**src/crpt_limit.sv**
```systemverilog
// crpt_limit: signed interval test on one value against packed low/high bounds.
// Equal bounds switch the limit off. No dependencies.
module crpt_limit #(
  parameter int W = 16
) (
  input  logic [2*W-1:0] lim,
  input  logic [W-1:0]   val,
  output logic           ok
);

  logic signed [W-1:0] lo;
  logic signed [W-1:0] hi;
  logic signed [W-1:0] v;

  assign lo = $signed(lim[W-1:0]);
  assign hi = $signed(lim[2*W-1:W]);
  assign v  = $signed(val);

  assign ok = (lim[W-1:0] == lim[2*W-1:W]) || (!(v < lo) && !(hi < v));

endmodule

```
**config.mk**
```make
export PLATFORM = sky130hd
export DESIGN_NAME = crpt_limit
export DESIGN_NICKNAME = d
export VERILOG_FILES = /design/src/crpt_limit.sv
export SDC_FILE = /design/constraint.sdc
export NUM_CORES = 1
export LEC_CHECK = 0
export BUFFER_PORTS_ARGS = -buffer_cell sky130_fd_sc_hd__buf_2
export CORE_MARGIN = 4
export CORE_UTILIZATION = 52
export DETAILED_ROUTE_END_ITERATION = 16
export PLACE_DENSITY = 0.93
export RECOVER_POWER = 50
export SLEW_MARGIN = 0
export SYNTH_ARGS = -nofsm -noshare
export SYNTH_HDL_FRONTEND = slang
export SYNTH_SLANG_ARGS = --single-unit
```
**constraint.sdc**
```tcl
create_clock -name vclk -period 3.1
set_clock_uncertainty 0.15 [all_clocks]
set_input_delay 0.155 -clock vclk [all_inputs]
set_output_delay 0.155 -clock vclk [all_outputs]
set_load 0.01 [all_outputs]
```
* After elaboration in Yosys (flattened, before gate mapping)
Index checks and enable logic that the tools add are counted.
Word-level totals: register bits 0, bits in latches 0, RAM bits 0, memory bits (read-only) 0, input port bits 48, output and inout port bits 1, memories 0
Operators by class: add/subtract/negate cells 0, multiply operators 0, divide/modulo/power cells 0, $lt $le $gt $ge 2, equal/unequal tests 1, shift-type cells 0, multiplexer cells 0, bitwise logic cells 0, reduce and logical (&&, ||, !) cells 4
Operators by type and width (number):
- 16-bit < comparator | 2
- 16-bit == test | 1
- 1-bit zero test | 2
- 1-bit logical AND | 1
- 1-bit logical OR | 1

* Longest topological paths before layout
depth after elaboration 4, mapped depth 8

* Worst setup path after synthesis
Ideal clock, no wire load.
kind input to output, start input lim[2], end output ok, arrival 1622 ps, data required time 2795 ps, path slack 1173 ps, cell stages on the path 8, cell sequence inv_1 -> ha_1 -> or3_1 -> o21ai_0 -> nor3_1 -> o31ai_2 -> a21oi_1 -> o31ai_1
On the way: word-level cells in the longest chain between the ends 4, elaborated cells between the ends (all ways) 5
RTL lines:
- start: declaration | line 6 | input logic [2*W-1:0] lim,
- 16-bit < comparator | line 19 | assign ok = (lim[W-1:0] == lim[2*W-1:W]) || (!(v < lo) && !(hi < v));
- 1-bit zero test | line 19
- 1-bit logical AND | line 19
- 1-bit logical OR * | line 19
- end: declaration | line 8 | output logic ok
Mark *: on every way between the ends. The rest lies on a longest branch, timed or not.

* Final worst setup path
Same ends and word-level chain as after synthesis.

==> summary.md <==
| Metric | Value |
|---|---|
| Vias per cell | `5.23` |
| Logic pwr share | `100.0%` |
| Initial Util | `54.9%` |
| Antenna violations before repair | `0` |
| Worst slew pin tran | `432 ps` |
| GPL Wtd Cong | `0.866` |
| Cts repair resizes | `0` |
| Top Family by Delay on Critical Path | `compound AO/OA/AOI/OAI gates` |
| Port bufs | `49` |
| Clock share of power | `0%` |
| Synth Area in Simple Gates | `17.6%` |
| Synth cell types | `25` |
| Layout clock buffer count | `0` |
| Cells on Worst Hold Path | `6` |
| XOR/XNOR share of the synthesized area | `14.8%` |
| Internal power | `74.4 µW` |
| Max_cap viols | `0` |
| Total routed wirelength | `2.35 mm` |
| Setup_tns | `0 ps` |
| Largest net degree at the start of global routing | `4` |
| Drt pass-1 iters | `4` |
| Mean Syn Cell Area | `7.40 µm²` |
| Core area | `0.00173 mm²` |
| Mapped Nets | `206` |
| Number of global-route vias before repair | `1059` |
| Arrival @ worst endpoint | `1850 ps` |
| Storage element area | `0 µm²` |
| Largest cells by area after synthesis | `ha_1 40%, xor2_1 15%, inv_1 13%` |
| Worst Path Required | `2790 ps` |
| Hold Vio Cnt, Final | `0` |
| Mux cell area share after synthesis | `0%` |
| Worst path bufs/invs | `3` |
| Rows | `15` |
| Syn-to-layout area delta | `29.1%` |
| N_diodes | `0` |
| Peak supply drop | `0.0701 mV` |
| Worst setup EP type | `output pin` |
| Largest family of logic cells by synthesized area | `adder cells` |
| Status | `complete, no violations` |
| Fin crit period | `2150 ps` |
| DP Area | `0.00122 mm²` |
| Final setup fails | `0` |
| Syn Inst Count | `128` |
| Synth Area in Compound Gates | `15.3%` |
| Die width | `50.7 µm` |
| Crit path kind | `in -> out` |
| Largest area contributor in the netlist | `ha_1` |
| Vias | `1057` |
| DIE HEIGHT | `50.7 µm` |
| Total global-route track usage | `18.3%` |
| Detail Placement HPWL | `2.24 mm` |
| Antenna-violating nets left | `0` |
| DR DRC count | `0` |
| FFs & Latches | `0` |
| Setup bufs post-CTS | `0` |
| Crit start category | `primary input` |
| Starting DRT DRC Count | `12` |
| RSZ-0062 raised after global routing | `false` |
| Min-delay src | `lim[6]` |
| Cts hold-fix bufs | `0` |
| Fraction of power spent switching nets | `51.2%` |
| Adder-Cell Fraction of Synth Area | `39.6%` |
| CP peak stage delay | `360 ps` |
| Layout Nets | `257` |
| Slowest-stage cell, CP | `or3_1` |
| First-pass GRT wire length | `3.88 mm` |
| Leakage | `0.000740 µW` |
| Psw | `78.2 µW` |
| Total grt overflow | `0` |
| Syn Std Cell Area | `947 µm²` |
| Hold Crit Endpoint | `ok` |
| Sequential-to-total area share from yosys stat | `0%` |
| Crit share post-route | `69.4%` |
| Wire length per cell | `11.6 µm` |
| Synth top area share | `39.6%` |
| HP Class | `in -> out` |
| Final Util | `70.8%` |
| Syn. warnings | `0` |
| Upper clock frequency limit | `0.465 GHz` |
| Seq pwr share | `0%` |
| Layout cells sized above 1 | `28.8%` |
| Finished Cell Area | `0.00122 mm²` |
| Critical path fanouts, max | `2` |
| Slew HR | `70.5%` |
| Crit path cell chain | `buf_2 > inv_1 > ha_1 > or3_1 > o21ai_0 > nor3_1 > o31ai_2 > a21oi_1 > o31ai_1 > clkbuf_1` |
| Pwr Density | `125 mW/mm²` |
| I/O Pins | `49` |
| Final Max Tran Viols | `0` |
| Die area | `0.00257 mm²` |
[layer usage]
metal | wire length, µm | global-route usage [%] | part of all wire [%]
met1 | 941 | 20.4 | 40
met2 | 1240 | 38.7 | 53
met3 | 165 | 1.48 | 7.0
met4 | 0 | 0 | 0
met5 | 0 | 0 | 0
[placed cells by master (no fill, tap or decap)]
cell / Yosys / routed
ha_1: 30 / 30
nand3_1: 5 / 5
inv_1: 32 / 32
or2b_1: 1 / 1
o31ai_1: 1 / 1
nand4b_1: 1 / 1
o31ai_2: 1 / 1
a2111oi_2: 1 / 1
o21ai_0: 3 / 3
or3_1: 1 / 1
buf_2: 0 / 48
nor3_1: 1 / 1
a2111oi_0: 1 / 1
o221ai_1: 1 / 1
a211oi_1: 3 / 3
nor2_1: 3 / 3
a21o_1: 2 / 2
nand4_1: 6 / 6
xor2_1: 16 / 16
a21oi_1: 8 / 8
clkbuf_1: 0 / 1
nand2_1: 3 / 3
nand2b_1: 1 / 1
nor2b_1: 1 / 1
nor4b_1: 1 / 1
and3_2: 1 / 1
nor4_1: 4 / 4
[worst max-delay path by stage]
stage                start  endpoint  cells past startpoint
floorplan           lim[2]        ok                      8
global placement    lim[2]        ok                     10
detailed placement  lim[2]        ok                     10
CTS                 lim[2]        ok                     10
global route        val[1]        ok                      9
finish              lim[2]        ok                     10
[cells in the mapped netlist (all sizes together), types with 2 or more instances]
cell type	instances
o31ai	2
nand2	3
nand3	5
a21o	2
a211oi	3
ha	30
inv	32
nor4	4
a21oi	8
a2111oi	2
xor2	16
nand4	6
o21ai	3
nor2	3
[power by group through the flow]
stage / Combinational, µW / Sequential [µW] / Clock (µW)
floorplan: 87.5 / 0 / 0
global placement: 146 / 0 / 0
detailed placement: 153 / 0 / 0
CTS: 154 / 0 / 0
global route: 174 / 0 / 0
finish: 153 / 0 / 0
[cell families (layout without fill, tap and decap cells)]
| kind of cell | count (synthesis) | in the layout |
|---|---|---|
| AO/OA/AOI/OAI | 21 | 21 |
| buffers and inverters | 32 | 81 |
| XOR/XNOR | 16 | 16 |
| adder cells (fa/ha/maj) | 30 | 30 |
| AND/OR/NAND/NOR | 29 | 29 |
[through the flow]
stage	setup slack, ps	std cells	hold WS [ps]	power, µW
after floorplan	1170	128	470	87.5
after global placement	1020	202	719	146
after detailed placement	973	202	731	153
after CTS	977	202	730	154
after global routing	745	202	804	174
final	947	202	717	153
[area by class of cell]
cell class                 count  area (µm²)
timing repair buffer          49         244
inverter                      32         120
tap                           25        31.3
multi-input combinational     96         827
fill                         147         504
(Power assumes the default switching activity.)
