==> config.mk <==
export PLATFORM = sky130hd
export DESIGN_NAME = crpt_cell
export DESIGN_NICKNAME = d
export VERILOG_FILES = /design/src/crpt_pkg.sv /design/src/crpt_cell.sv
export SDC_FILE = /design/constraint.sdc
export NUM_CORES = 1
export LEC_CHECK = 0
export BUFFER_PORTS_ARGS = -buffer_cell sky130_fd_sc_hd__buf_4
export CORE_MARGIN = 4
export CORE_UTILIZATION = 30
export CTS_BUF_LIST = sky130_fd_sc_hd__clkbuf_8
export DETAILED_ROUTE_END_ITERATION = 16
export PLACE_DENSITY = 0.53
export RECOVER_POWER = 50
export SETUP_SLACK_MARGIN = 0.3
export SYNTH_ARGS = -nofsm -noshare
export SYNTH_HDL_FRONTEND = slang
export SYNTH_SLANG_ARGS = --single-unit
==> constraint.sdc <==
create_clock -name clk -period 2.5 [get_ports clk]
set_input_delay 0.375 -clock clk [delete_from_list [all_inputs] [get_ports clk]]
set_output_delay 0.375 -clock clk [all_outputs]
set_load 0.01 [all_outputs]
==> src/crpt_pkg.sv <==
// crpt_pkg: shared constants, types and the arctangent table for the
// contact region point test. No dependencies.
package crpt_pkg;

  localparam int CRPT_COORD_WIDTH  = 16;
  localparam int CRPT_CORDIC_STEPS = 16;
  localparam int CRPT_GUARD_BITS   = 3;   // headroom for quarter turn and CORDIC gain
  localparam int CRPT_ACC_W        = 18;  // angle accumulator before saturation
  localparam int CRPT_ANG_W        = 16;  // binary angle, pi = 32768
  localparam int CRPT_IDX_W        = 3;
  localparam int CRPT_NUM_LANES    = 3;

  typedef enum logic [CRPT_IDX_W-1:0] {
    REG_X_LIM     = 3'd0,
    REG_Y_LIM     = 3'd1,
    REG_Z_LIM     = 3'd2,
    REG_ANG_X_LIM = 3'd3,
    REG_ANG_Y_LIM = 3'd4,
    REG_ANG_Z_LIM = 3'd5
  } crpt_reg_t;

  // Control word that travels alongside the vectors down the chain.
  typedef struct packed {
    logic       valid;
    logic       lin_ok;
    logic [2:0] zero;
  } crpt_ctl_t;

  // atan(2^-i) in binary-angle units, rounded to nearest
  function automatic logic signed [CRPT_ACC_W-1:0] crpt_atan(input int idx);
    logic signed [CRPT_ACC_W-1:0] v;
    case (idx)
      0:       v = 18'sd8192;
      1:       v = 18'sd4836;
      2:       v = 18'sd2555;
      3:       v = 18'sd1297;
      4:       v = 18'sd651;
      5:       v = 18'sd326;
      6:       v = 18'sd163;
      7:       v = 18'sd81;
      8:       v = 18'sd41;
      9:       v = 18'sd20;
      10:      v = 18'sd10;
      11:      v = 18'sd5;
      12:      v = 18'sd3;
      13:      v = 18'sd1;
      14:      v = 18'sd1;
      default: v = 18'sd0;
    endcase
    return v;
  endfunction

endpackage

==> src/crpt_cell.sv <==
// crpt_cell: one CORDIC vectoring micro-rotation for all three angle lanes,
// registered, handing its vectors to the next cell. Uses crpt_pkg.
module crpt_cell import crpt_pkg::*; #(
  parameter int IW       = 19,
  parameter int STEP_IDX = 0
) (
  input  logic                                    clk,
  input  logic                                    rst_n,
  input  logic                                    adv,
  input  crpt_ctl_t                               ctl_i,
  input  logic [CRPT_NUM_LANES-1:0][IW-1:0]         n_i,
  input  logic [CRPT_NUM_LANES-1:0][IW-1:0]         d_i,
  input  logic [CRPT_NUM_LANES-1:0][CRPT_ACC_W-1:0] acc_i,
  output crpt_ctl_t                               ctl_o,
  output logic [CRPT_NUM_LANES-1:0][IW-1:0]         n_o,
  output logic [CRPT_NUM_LANES-1:0][IW-1:0]         d_o,
  output logic [CRPT_NUM_LANES-1:0][CRPT_ACC_W-1:0] acc_o
);

  localparam logic signed [CRPT_ACC_W-1:0] ATAN = crpt_atan(STEP_IDX);

  crpt_ctl_t                               ctl_r;
  logic [CRPT_NUM_LANES-1:0][IW-1:0]         n_r, n_nxt;
  logic [CRPT_NUM_LANES-1:0][IW-1:0]         d_r, d_nxt;
  logic [CRPT_NUM_LANES-1:0][CRPT_ACC_W-1:0] acc_r, acc_nxt;

  for (genvar g = 0; g < CRPT_NUM_LANES; g++) begin : g_lane
    logic signed [IW-1:0]         n_s, d_s, dn, dd;
    logic signed [CRPT_ACC_W-1:0] a_s;

    assign n_s = $signed(n_i[g]);
    assign d_s = $signed(d_i[g]);
    assign a_s = $signed(acc_i[g]);
    assign dn  = n_s >>> STEP_IDX;
    assign dd  = d_s >>> STEP_IDX;

    // turn clockwise while n is non-negative, counter-clockwise otherwise
    always_comb begin
      if (!n_s[IW-1]) begin
        d_nxt[g]   = d_s + dn;
        n_nxt[g]   = n_s - dd;
        acc_nxt[g] = a_s + ATAN;
      end else begin
        d_nxt[g]   = d_s - dn;
        n_nxt[g]   = n_s + dd;
        acc_nxt[g] = a_s - ATAN;
      end
    end
  end

  always_ff @(posedge clk) begin
    if (!rst_n) begin
      ctl_r.valid <= 1'b0;
    end else if (adv) begin
      ctl_r.valid <= ctl_i.valid;
    end
  end

  always_ff @(posedge clk) begin
    if (adv) begin
      ctl_r.lin_ok <= ctl_i.lin_ok;
      ctl_r.zero   <= ctl_i.zero;
      n_r          <= n_nxt;
      d_r          <= d_nxt;
      acc_r        <= acc_nxt;
    end
  end

  assign ctl_o = ctl_r;
  assign n_o   = n_r;
  assign d_o   = d_r;
  assign acc_o = acc_r;

endmodule

# After elaboration in Yosys (flattened, before gate mapping)
# Index checks and enable logic that the tools add are counted.
[classes]
mux = 9
addsub = 15
[op_table]
columns = ["cell", "count"]
rows = [
  ["$mux W19", 6],
  ["$sub A19 B19 Y19", 6],
  ["$add A19 B19 Y19", 3],
  ["$add A18 B15 Y18 const B", 3],
  ["$mux W18", 3],
  ["$sub A18 B15 Y18 const B", 3],
]
[totals]
ff_bits = 173
elab_cells = 36
in_bits = 176
output_inout_bits = 173

# Depth between registers and ports, before layout
[logic_depth]
depth_word = 2
mapped_depth = 11
depth_no_buf = 10

# Worst setup path before layout
# OpenSTA, ideal clock, no wires.
[synth_timing]
path_kind = "input port to flip-flop"
from = "input port n_i[0] in the netlist's numbering"
to = "register d_r (netlist bit d_o[18]), data pin"
setup_time_ns = 0.264
t_required_ns = 2.236
path_slack_ns = 0.055
cell_stages = 10
arrival_ns = 2.181
path_buffers = 0
path_cell_list = "ha_1 > inv_1 > fa_1 > o21bai_1 > a211oi_2 > o41a_1 > o21ai_2 > a31oi_1 > a211oi_2 > xor2_1"
[synth_rtl]
columns = ["item", "line", "source"]
rows = [
  ["from (decl)", "crpt_cell.sv:11", "input logic [CRPT_NUM_LANES-1:0][IW-1:0] n_i,"],
  ["to (signal assigned)", "crpt_cell.sv:64", "d_r <= d_nxt;"],
  ["to (decl)", "crpt_cell.sv:24", "logic [CRPT_NUM_LANES-1:0][IW-1:0] d_r, d_nxt;"],
]

==> impl_metrics.yaml <==
synthesis:
  synth-async-reset-ratio_pct: 0
  ys_warn_count: 0
  synth_compound_area_share_pct: 21.70
  ys_seq_area_share_pct: 34.38
  synth_edf_count: 169
  synth.area.mux_share_pct: 1.832
  synthSimpleGateAreaFrac_pct: 10.98
  synth_nets: 1960
  syn-instance-count: 1586
  synth_xor_area_share_pct: 6.678
  ys_ff_latch: 170
  synth_area_mm2: 0.01482
  yosys_most_used_dff: "edfxtp_1"
  synthAdderAreaFrac_pct: 17.32
  synth_top_family_by_area: "compound AO/OA/AOI/OAI gates"
  syn_avg_cell_area_um2: 9.345
  synth_cell_types: 89
setup_path:
  r2r_end: "ctl_o[4]$_SDFFE_PN0P_"
  rr_worst_depth: 3
  cp_cell_sequence: "buf_4 > clkinvlp_2 > ha_4 > nand2b_4 > a2111oi_4 > o21bai_2 > o211ai_1 > buf_4 > a41o_1 > a211oi_1 > xor2_1"
  cp.arrival_ns: 2.60
  crit_path_max_incr_delay_ns: 0.37
  worstPathRequired_ns: 2.81
  rr_startpoint: "ctl_o[4]$_SDFFE_PN0P_"
  cp_max_fo: 3
  slowest_stage: "a2111oi_4"
  critPathLaunchType: "input port"
  cp_num_cells: 11
  setup.worst_path.end_class: "flip-flop"
  crit_type: "input port to flip-flop"
  cp_num_buf_inv: 3
  r2r_setup_slack_ns: 1.34
  crit_top_cell: "buf_4"
  critical-path-top-delay-family: "compound AO/OA/AOI/OAI gates"
floorplanning:
  rows: 81
  die_area_mm2: 0.05302
  die_h_um: 230.3
  io_pins: 349
  start_util_pct: 30.34
  die_x_um: 230.3
  design.core.area_mm2: 0.04885
global_routing:
  antenna_found_initial: 8
  grt.total_usage_pct: 19.88
  first_global_vias: 14440
  grt_pass1_wl_um: 81940
  gr-total-overflow: 0
  grt_max_degree: 60
worst_hold_path:
  min_from: "acc_i[13]"
  hold_path_class: "input port to flip-flop"
  whs_path_depth: 2
  min_to: "acc_o[13]$_DFFE_PP_"
clock_network:
  cts_setup_buffers: 0
  tritoncts: "done"
  clk_latency_ns: 0.56
  cts_buffers: 17
  clock_sinks: 170
  clk_pin_slew_ns: 0.11
  cts-root-buf: "clkbuf_8"
  cts_max_level: 4
  clockBufferDepth: 2
route:
  ant_nets: 0
  via_per_inst: 4.872
  drcViolationCount: 0
  drtPass1Iterations: 6
  drt_iter0_drc: 804
  wl_um: 53550
  via_count: 14240
  route.detailed.wl_per_inst_um: 18.32
place:
  gp_congestion: 0.9127
  portBuffers: 348
  place_hpwl_um: 43990
  dpl_cell_area_mm2: 0.02079
  dp.cells: 2839
timing:
  whs_ns: 0.08530
  rsz0062_at_grt: "false"
  slew_violations: 31
  finalClockSkew_ns: 0
  max_slew_margin_pct: -25.77
  report.final.setup_viol: 0
  min_period_ns: 2.283
  fin_crit_sh_pct: 91.33
  fmax_ghz: 0.4380
  hold_violations: 0
  worstMarginPinSlew_ns: 1.886
pwr:
  comb_power_share_pct: 43.0
  pwr-share-seq_pct: 37.0
  p_leak_nw: 9.784
  power_density_mw_per_mm2: 479.4
  ir_drop_uv: 252.9
  p_switching_w: 0.003626
  clkPwrFrac_pct: 20.0
  p_sw_share_pct: 35.05
  p_int_w: 0.006718
run_status:
  status: "finished with violations"
  violations: "capacitance limit, slew limit"
final_layout:
  syn2layout_area_growth_pct: 45.58
  finish.instance_area_mm2: 0.02158
  layout-drive-gt1-share_pct: 34.50
  fin_nets: 2613
  finalNonFillerCells: 2923
flow_run:
  timing.max_cap.violations: 1
## synthesized netlist by cell type, types with 5 or more instances
master	instances	share of area [%]
a2111oi_0	5	0.30
a211o_1	7	0.41
a211oi_1	10	0.51
a21o_1	33	1.7
a21oi_1	164	5.5
a221oi_1	7	0.41
a22oi_1	6	0.30
a31oi_1	13	0.55
and2_1	5	0.21
and3_1	6	0.25
buf_1	8	0.20
buf_2	24	0.81
clkbuf_1	36	0.91
edfxtp_1	169	34
fa_1	12	1.6
ha_1	186	16
inv_1	180	4.6
inv_2	8	0.20
mux2i_1	26	1.8
nand2_1	60	1.5
nand2b_1	21	0.89
nand3_1	21	0.71
nand3b_1	8	0.41
nand4_1	11	0.46
nor2_1	107	2.7
nor2b_1	21	0.89
nor3_1	26	0.88
nor4_1	16	0.68
o211ai_1	15	0.76
o21a_1	12	0.61
o21ai_0	79	2.7
o21ai_1	12	0.41
o21bai_1	21	1.1
o221ai_1	6	0.35
o31ai_1	19	0.96
or2_2	5	0.21
or3_1	9	0.38
xnor2_1	94	5.6
xor2_1	19	1.1
## layout by cell type (no fill, tap or decap), drive strengths merged, types with 33 or more instances in the layout
master | Yosys | layout
a21o | 33 | 33
a21oi | 165 | 165
buf | 38 | 598
clkbuf | 36 | 85
dlygate4sd3 | 0 | 45
edfxtp | 169 | 169
ha | 186 | 186
inv | 188 | 191
nand2 | 60 | 60
nor2 | 107 | 107
o21ai | 92 | 92
xnor2 | 94 | 94
## sequential cells by signal, indices dropped and copies added (netlist names)
register and count:
d_o 55, acc_o 54, ctl_o 5, n_o 56
## layer usage
metal  vias to the layer above  wire [um]  track usage, %
met5                         -         23               0
met4                         4       1467           7.958
met3                        72       2967           4.497
met2                       430      25680           33.21
met1                      6768      23400           24.91
li1                       6968          -               -
## worst max path at each step
stage | from | slack [ns] | to
floorplan | n_i[1] | 0.11 | n_o[18]$_DFFE_PP_
finish | n_i[20] | 0.22 | n_o[36]$_DFFE_PP_
CTS | n_i[20] | 0.36 | n_o[36]$_DFFE_PP_
global route | n_i[18] | 0.16 | d_o[18]$_DFFE_PP_
global placement | n_i[20] | -0.30 | n_o[36]$_DFFE_PP_
detailed placement | n_i[20] | -0.29 | n_o[36]$_DFFE_PP_
## power groups by stage
| stage | registers [W] | clock network, W | logic [W] |
|---|---|---|---|
| after floorplan | 0.00407 | 0 | 0.00196 |
| after global placement | 0.00388 | 0 | 0.00441 |
| after detailed placement | 0.00389 | 0 | 0.00442 |
| after CTS | 0.00383 | 0.00219 | 0.00450 |
| after global routing | 0.00386 | 0.00231 | 0.00485 |
| final | 0.00382 | 0.00207 | 0.00445 |
## metrics by stage
step | setup slack (ns) | total power, W | setup TNS (ns) | utilization, %
6_report | 0.2167 | 0.01034 | 0 | 44.17
3_3_place_gp | -0.3034 | 0.008292 | -7.706 | 42.56
3_5_place_dp | -0.2851 | 0.008306 | -8.055 | 42.56
2_1_floorplan | 0.1139 | 0.006028 | 0 | -
4_1_cts | 0.3569 | 0.01052 | 0 | 44.28
5_1_grt | 0.1601 | 0.01102 | 0 | 44.16
## cells by family (layout without fill, tap and decap cells)
logic type	count (synthesis)	after routing
compound gates	483	483
simple gates	330	330
buf+inv	265	931
fa+ha+maj	198	198
flops	170	170
xor+xnor	113	113
mux	27	27
other cells	0	7
## what timing repair did
item,4_1_cts,5_1_grt
hold buffers,45,0
endpoints found under the hold margin,44,0
gates resized for setup,0,9
endpoints found under the setup margin,0,12
## area by class of cell
type | count | area (um^2)
multi-input combinational | 1151 | 9107
sequential | 170 | 5095
antenna | 7 | 17.52
tap | 664 | 830.8
clock buffer | 20 | 275.3
timing repair buffer | 708 | 5394
clock inverter | 12 | 112.6
fill | 4882 | 27270
inverter | 191 | 743.2
Note: power is estimated with default switching activity, not from simulation.
